### src/rtl/core/sscd_pkg.sv
`default_nettype none
// ---------------------------------------------------------------------------
// Scratchpad CRC decode package
// Payload types, byte positions and resolution codes for the scratchpad
// CRC check and temperature decode unit.
// ---------------------------------------------------------------------------
package sscd_pkg;

	localparam int unsigned POS_W = 4;

	localparam logic [POS_W-1:0] POS_TEMP_LSB = 4'd0;
	localparam logic [POS_W-1:0] POS_TEMP_MSB = 4'd1;
	localparam logic [POS_W-1:0] POS_CONFIG   = 4'd4;

	localparam logic [7:0] CRC_POLY       = 8'h8C;
	localparam int unsigned RES_FIELD_LSB = 5;

	typedef enum logic [1:0] {
		RES_9BIT  = 2'd0,
		RES_10BIT = 2'd1,
		RES_11BIT = 2'd2,
		RES_12BIT = 2'd3
	} res_t;

	typedef struct packed {
		logic [7:0] data_byte;
		logic       frame_start;
	} scratch_byte_t;

	typedef struct packed {
		logic signed [15:0] temp_centi;
		logic               crc_ok;
		logic               first_reading;
		logic [15:0]        good_reads;
		logic [15:0]        bad_frames;
	} temp_result_t;

endpackage
`default_nettype wire

### src/rtl/core/sensor_scratchpad_crc_decode_unit.sv
`default_nettype none
// ---------------------------------------------------------------------------
// Scratchpad CRC decode unit
// Checks the reflected CRC-8 of a sensor scratchpad frame and decodes the
// temperature bytes into hundredths of a degree, with good and bad counters.
// ---------------------------------------------------------------------------
// A byte is registered in the input register on transfer, and its result,
// if any, is registered in the result register once that register is free.
// Throughput: one byte per cycle unless the check byte waits on a held result,
// set by the single-byte CRC step and the decode path between the two registers.
// Reset clears all frame state, the held temperature and both counters.
module sensor_scratchpad_crc_decode_unit #(
	parameter int unsigned FRAME_BYTES = 9
) (
	input  wire logic                   clk,
	input  wire logic                   arst_n,
	input  wire logic                   byte_valid,
	output logic                        byte_ready,
	input  wire sscd_pkg::scratch_byte_t byte_data,
	output logic                        result_valid,
	input  wire logic                   result_ready,
	output sscd_pkg::temp_result_t      result_data
);
	import sscd_pkg::*;

	localparam logic [POS_W-1:0] LAST_POS = POS_W'(FRAME_BYTES - 1);

	function automatic logic [7:0] crc_step(input logic [7:0] crc_in, input logic [7:0] b_in);
		logic [7:0] c;
		logic [7:0] b;
		logic       mix;
		c = crc_in;
		b = b_in;
		for (int k = 0; k < 8; k++) begin
			mix = c[0] ^ b[0];
			c = c >> 1;
			if (mix) begin
				c = c ^ CRC_POLY;
			end
			b = b >> 1;
		end
		return c;
	endfunction

	// Rounding half away from zero: add 2 to a positive product and 1 to a
	// negative one, then take the floor of the quarter.
	function automatic logic [15:0] decode_temp(input logic [7:0] lo, input logic [7:0] hi,
		input res_t res);
		logic [15:0] bits;
		logic [20:0] sx;
		logic [20:0] prod;
		logic [20:0] r;
		bits = {hi, lo};
		unique case (res)
			RES_9BIT:  bits = bits & 16'hFFF8;
			RES_10BIT: bits = bits & 16'hFFFC;
			RES_11BIT: bits = bits & 16'hFFFE;
			RES_12BIT: bits = bits;
		endcase
		sx   = {{5{bits[15]}}, bits};
		prod = (sx << 4) + (sx << 3) + sx;
		r    = prod + (prod[20] ? 21'd1 : 21'd2);
		return r[17:2];
	endfunction

	scratch_byte_t     item_s1;
	logic              valid_s1;
	logic [7:0]        crc_q;
	logic [POS_W-1:0]  pos_q;
	logic [7:0]        lo_q;
	logic [7:0]        hi_q;
	res_t              res_q;
	logic              seen_q;
	logic [15:0]       held_q;
	logic [15:0]       good_q;
	logic [15:0]       bad_q;
	logic              out_valid_q;
	temp_result_t      out_q;

	logic [POS_W-1:0]  pos_eff;
	logic [7:0]        crc_eff;
	logic [7:0]        lo_n;
	logic [7:0]        hi_n;
	res_t              res_n;
	logic              is_last;
	logic              crc_match;
	logic [15:0]       temp_n;
	logic              out_free;
	logic              advance;
	logic              emit;

	always_comb begin
		pos_eff = item_s1.frame_start ? '0 : pos_q;
		crc_eff = item_s1.frame_start ? 8'd0 : crc_q;
		lo_n    = lo_q;
		hi_n    = hi_q;
		res_n   = res_q;
		unique case (pos_eff)
			POS_TEMP_LSB: begin
				lo_n  = item_s1.data_byte;
				hi_n  = 8'd0;
				res_n = RES_9BIT;
			end
			POS_TEMP_MSB: begin
				hi_n = item_s1.data_byte;
			end
			POS_CONFIG: begin
				res_n = res_t'(item_s1.data_byte[RES_FIELD_LSB +: 2]);
			end
			default: begin
				lo_n = lo_q;
			end
		endcase
	end

	assign is_last   = (pos_eff >= LAST_POS);
	assign crc_match = (item_s1.data_byte == crc_eff);
	assign temp_n    = decode_temp(lo_n, hi_n, res_n);
	assign out_free  = !out_valid_q || result_ready;
	assign advance   = valid_s1 && (!is_last || out_free);
	assign emit      = advance && is_last;
	assign byte_ready = !valid_s1 || advance;

	always_ff @(posedge clk or negedge arst_n) begin
		if (!arst_n) begin
			valid_s1 <= 1'b0;
		end else if (byte_ready) begin
			valid_s1 <= byte_valid;
		end
	end

	always_ff @(posedge clk) begin
		if (byte_valid && byte_ready) begin
			item_s1 <= byte_data;
		end
	end

	always_ff @(posedge clk or negedge arst_n) begin
		if (!arst_n) begin
			crc_q  <= 8'd0;
			pos_q  <= '0;
			lo_q   <= 8'd0;
			hi_q   <= 8'd0;
			res_q  <= RES_9BIT;
			seen_q <= 1'b0;
			held_q <= 16'd0;
			good_q <= 16'd0;
			bad_q  <= 16'd0;
		end else if (advance) begin
			lo_q  <= lo_n;
			hi_q  <= hi_n;
			res_q <= res_n;
			if (is_last) begin
				pos_q <= '0;
				crc_q <= 8'd0;
				if (crc_match) begin
					held_q <= temp_n;
					seen_q <= 1'b1;
					good_q <= good_q + 16'd1;
				end else begin
					bad_q <= bad_q + 16'd1;
				end
			end else begin
				pos_q <= pos_eff + POS_W'(1);
				crc_q <= crc_step(crc_eff, item_s1.data_byte);
			end
		end
	end

	always_ff @(posedge clk or negedge arst_n) begin
		if (!arst_n) begin
			out_valid_q <= 1'b0;
		end else if (emit) begin
			out_valid_q <= 1'b1;
		end else if (result_ready) begin
			out_valid_q <= 1'b0;
		end
	end

	always_ff @(posedge clk) begin
		if (emit) begin
			out_q.temp_centi    <= crc_match ? temp_n : held_q;
			out_q.crc_ok        <= crc_match;
			out_q.first_reading <= crc_match && !seen_q;
			out_q.good_reads    <= crc_match ? (good_q + 16'd1) : good_q;
			out_q.bad_frames    <= crc_match ? bad_q : (bad_q + 16'd1);
		end
	end

	assign result_valid = out_valid_q;
	assign result_data  = out_q;

	a_counts_track: assert property (@(posedge clk) disable iff (!arst_n)
		result_valid |-> (result_data.good_reads == good_q &&
			result_data.bad_frames == bad_q))
		else $error("result counters differ from the running counters");

	a_held_tracks: assert property (@(posedge clk) disable iff (!arst_n)
		result_valid |-> (result_data.temp_centi == held_q))
		else $error("result temperature differs from the held temperature");

	a_first_needs_ok: assert property (@(posedge clk) disable iff (!arst_n)
		(result_valid && result_data.first_reading) |-> (result_data.crc_ok && seen_q))
		else $error("first reading flagged without a good frame");

	a_pos_range: assert property (@(posedge clk) disable iff (!arst_n)
		pos_q <= LAST_POS)
		else $error("byte position beyond the check byte");

	a_stall_cause: assert property (@(posedge clk) disable iff (!arst_n)
		!byte_ready |-> (valid_s1 && result_valid && is_last))
		else $error("input stalled without a pending result");

endmodule
`default_nettype wire
### config.mk
export PLATFORM = sky130hd
export DESIGN_NAME = sensor_scratchpad_crc_decode_unit
export DESIGN_NICKNAME = d
export VERILOG_FILES = /design/src/rtl/core/sscd_pkg.sv /design/src/rtl/core/sensor_scratchpad_crc_decode_unit.sv
export SDC_FILE = /design/constraint.sdc
export NUM_CORES = 1
export LEC_CHECK = 0
export ABC_AREA = 1
export ABC_CLOCK_PERIOD_IN_PS = 7900
export BUFFER_PORTS_ARGS = -buffer_cell sky130_fd_sc_hd__clkbuf_2
export CAP_MARGIN = 15
export CORE_ASPECT_RATIO = 1.2
export CORE_MARGIN = 3
export CORE_UTILIZATION = 42
export DETAILED_ROUTE_END_ITERATION = 12
export PLACE_DENSITY_LB_ADDON = 0.05
export RECOVER_POWER = 25
export SYNTH_ARGS = -nofsm -noshare
export SYNTH_HDL_FRONTEND = slang
export SYNTH_SLANG_ARGS = --single-unit
### constraint.sdc
create_clock -name clk -period 7.9 [get_ports clk]
set_input_delay 1.185 -clock clk [delete_from_list [all_inputs] [get_ports clk]]
set_output_delay 1.185 -clock clk [all_outputs]
set_load 0.02 [all_outputs]
==> results.txt <==
For this configuration, the core starts out at a cell density of 43.3%. The final reports fail on capacitance limit, slew limit. Clock-pin slew was measured on the worst setup and hold paths at 0.06 ns.

Entering global routing, the biggest net connects 91 pins. From synthesis to final layout, the design area changed by 14.0%. The startpoint identified for the worst hold timing path is held_q[15]$_DFFE_PN0P_. TritonCTS built the clock tree.

The number of enable flip-flop cells after synthesis was 59. In the synthesized netlist, the number of instances is 994. The top cell type by area accounts for 24.5% of the synthesized area. The number of buffers inserted during clock tree synthesis was 17; the post-synthesis net count was 1041. The tools report the final net count as 1104.

The tools report the final weighted congestion in routability-driven placement as 0.843. The tools report the data arrival time of the critical path as 5.35 ns. In this run, post-CTS hold repair placed 0 buffers.

Setup repair after global routing left no endpoint under its margin. The number of buffers between clock root and the deepest sink is 2, and the largest driver fanout on the critical path is 12. The number of diodes was 0; the worst slew slack as a fraction of its limit was -53.7%. STA classifies the critical path startpoint as a flop. Number of antenna violations at the first check in global routing: 0. For this design the static power due to leakage is 4.42 nW. Setup violations remaining at the end of the flow were counted as 0.

Setup total negative slack on the finished layout was measured at 0 ns. Counting distinct cell types in the post-synthesis netlist gives 46. For the worst-skew pair, the clock arrives at the later sink with an insertion delay of 0.43 ns. Summing every instance area after synthesis gives 0.00826 mm^2. The die height was 160 um; the total of max-cap violations was 2. The worst path uses 64.0% of the clock period. In this run the worst hold path is classified as reg2reg. Global routing consumed, over all layers together, 18.1% of the routing resources. Synthesis inferred 140 register bits. In the post-synthesis netlist, the biggest area contributors are dfrtp_1 25%, edfxtp_1 21%, nand2_1 15%, inv_1 5.8%, xor2_1 5.6%. The run gives 55 as the number of placement rows. Counting instances in the post-synthesis netlist gives the leading cell types as 325 x nand2_1, 128 x inv_1, 82 x o21ai_0. The port buffer count was 64. The sequential area share after synthesis came out at 46.0%. The run finished, with violations left. The placeable core region was 0.0191 mm^2.

In this run the worst setup path begins at item_s1[0]$_DFFE_PP_. The number of gates resized after cts was 0; the detailed placer's ending HPWL was 13600 um. The worst path in the final design needs a cycle of 5.06 ns, including I/O delays and setup.

Warning count from the yosys run: 0. The die covers 0.0214 mm^2. The tools report the fmax as 198 MHz. The logs give 8.19 ns for the required arrival time at the worst endpoint and 140 for the number of sinks handled by clock tree synthesis. In the routed layout, each cell is associated on average with a via count of 4.77. The most area-hungry cell type in the Yosys netlist was dfrtp_1.

The clock root buffer is clkbuf_16. The run gives 84 as the max-slew violation count. Of all flip-flops after synthesis, the portion carrying an async set or reset was 57.9%. For the aggregate global routing overflow, the log shows 0. The post-route cell area was 0.00941 mm^2; the die width was 134 um. In the post-synthesis netlist, the cell with the most instances is nand2_1.

In the synthesized netlist the dominant register cell turns out to be dfrtp_1. The DRC violation count after routing is 0, and the number of buffers inserted to repair setup after CTS is 0. The number of global-route vias before repair was 6273; the actual transition at the worst max-transition pin was 2.30 ns.

The setup path with the least slack is of type reg2reg. STA classifies the critical path endpoint as a flop. Across the VDD grid, the largest voltage drop is 0.000167 V. The count of nets left with antenna violations once routing finished came out at 0. Each instance of the synthesized netlist takes up on average 8.31 um^2.

After detailed placement, the total cell area comes to 0.00880 mm^2. The launching point of the worst reg2reg path is item_s1[0]$_DFFE_PP_. The worst clock skew on the final layout came out at 0.0120 ns. The logs give 4 for the number of H-tree branching levels and 0 for the number of hold violations in the final report.

65 I/O pins were placed. Summing over every cut layer, the via total after detailed routing is 6322. Dividing total power by cell area gives a power density of 293 mW/mm^2. The final layout contains routed wiring with a total length of 18300 um. The run gives 31100 um as the global-route wire length before repair.

Of the cells placed in the final design, the portion with a size suffix greater than 1 is 12.7%. The logs give 5 for the number of detailed-route iterations in the first pass and 314 for the number of design-rule violations left by the first detailed-router iteration. After detailed routing, the average wire length per cell comes to 13.8 um.
## where the power goes
group | switching [mW] | total (mW) | internal, mW
Clock | 0.332 | 0.844 | 0.512
Sequential | 0.0622 | 0.934 | 0.872
Combinational | 0.652 | 0.977 | 0.325
Total | 1.05 | 2.76 | 1.71
## sequential cells by signal, indices dropped and copies added, names as in the netlist, 8 cells and up
| name | flops |
|---|---|
| bad_q | 16 |
| crc_q | 8 |
| good_q | 16 |
| held_q | 16 |
| hi_q | 8 |
| item_s1 | 9 |
| lo_q | 8 |
| result_data | 50 |
## critical path, cell delays in order (launching register included)
cell	delay (ns)
edfxtp_1	0.44
nor2_1	0.12
inv_1	0.10
ha_1	0.31
inv_1	0.07
nor2_1	0.45
or2_2	0.20
o21ai_0	0.18
fa_1	0.57
inv_1	0.04
ha_1	0.26
fa_1	0.47
nand3_1	0.12
nand3_1	0.19
nand2_1	0.14
nand3_1	0.07
nand2_1	0.17
nand2_1	0.07
inv_1	0.07
nand2_1	0.07
or2_2	0.27
nor2_1	0.13
xor2_1	0.25
nand2_1	0.08
nand2_1	0.07
## kinds of logic (layout without fill, tap and decap cells)
group                    count (synthesis)  count (layout)  share of synthesized area (%)
AND/OR/NAND/NOR                        478             478                           25.1
buffers and inverters                  160             236                           7.71
flip-flops                             140             140                           46.0
AO/OA/AOI/OAI                          121             121                           7.90
XOR/XNOR                                61              61                           6.88
adder cells (fa/ha/maj)                 34              34                           6.43
## layer usage
layer	vias to the layer above	part of all wire, %	GRT usage (%)
met5	-	0	0
met4	0	1.7	6.41
met3	21	2.9	3.00
met2	102	49	31.0
met1	2900	46	23.1
li1	3299	-	-
## metrics by stage
step | hold WS [ns] | total power [mW] | util, % | setup slack (ns) | std cells
after floorplan | 0.440 | 1.70 | - | 3.55 | 994
after detailed placement | 0.466 | 1.93 | 46.2 | 2.81 | 1293
after global placement | 0.463 | 1.93 | 46.2 | 2.84 | 1293
final | 0.478 | 2.76 | 49.4 | 2.84 | 1326
after global routing | 0.494 | 2.97 | 49.4 | 2.35 | 1326
after CTS | 0.483 | 2.79 | 49.4 | 2.79 | 1325
## placed cells by master (no fill, tap or decap), drive strengths merged, types with 20 or more instances in the layout
cell type and count:
clkbuf 84, dfrtp 81, edfxtp 59, ha 20, inv 141, nand2 337
nand3 42, nor2 53, o21ai 101, xor2 56
## area by class of cell
| cell class | instances | area [um^2] |
|---|---|---|
| fillers | 1864 | 9650 |
| multi-input cells | 694 | 3810 |
| flip-flops and latches | 140 | 3800 |
| inverters | 137 | 520 |
| clock buffers | 18 | 439 |
| repair buffers | 67 | 334 |
| well taps | 256 | 320 |
| clock inverters | 14 | 181 |
## final timing paths
path	slack, ns	cells past startpoint	end
setup / recovery	2.84	24	result_data[44]$_DFFE_PP_
hold / removal	0.48	2	held_q[15]$_DFFE_PN0P_
hold reg to reg	0.48	2	held_q[15]$_DFFE_PN0P_
setup reg to reg	2.84	24	result_data[44]$_DFFE_PP_
min in group asynchronous	1.43	1	good_q[6]$_DFFE_PN0P_
max in group asynchronous	3.41	2	held_q[15]$_DFFE_PN0P_
Note: power is estimated with default switching activity, not from simulation.
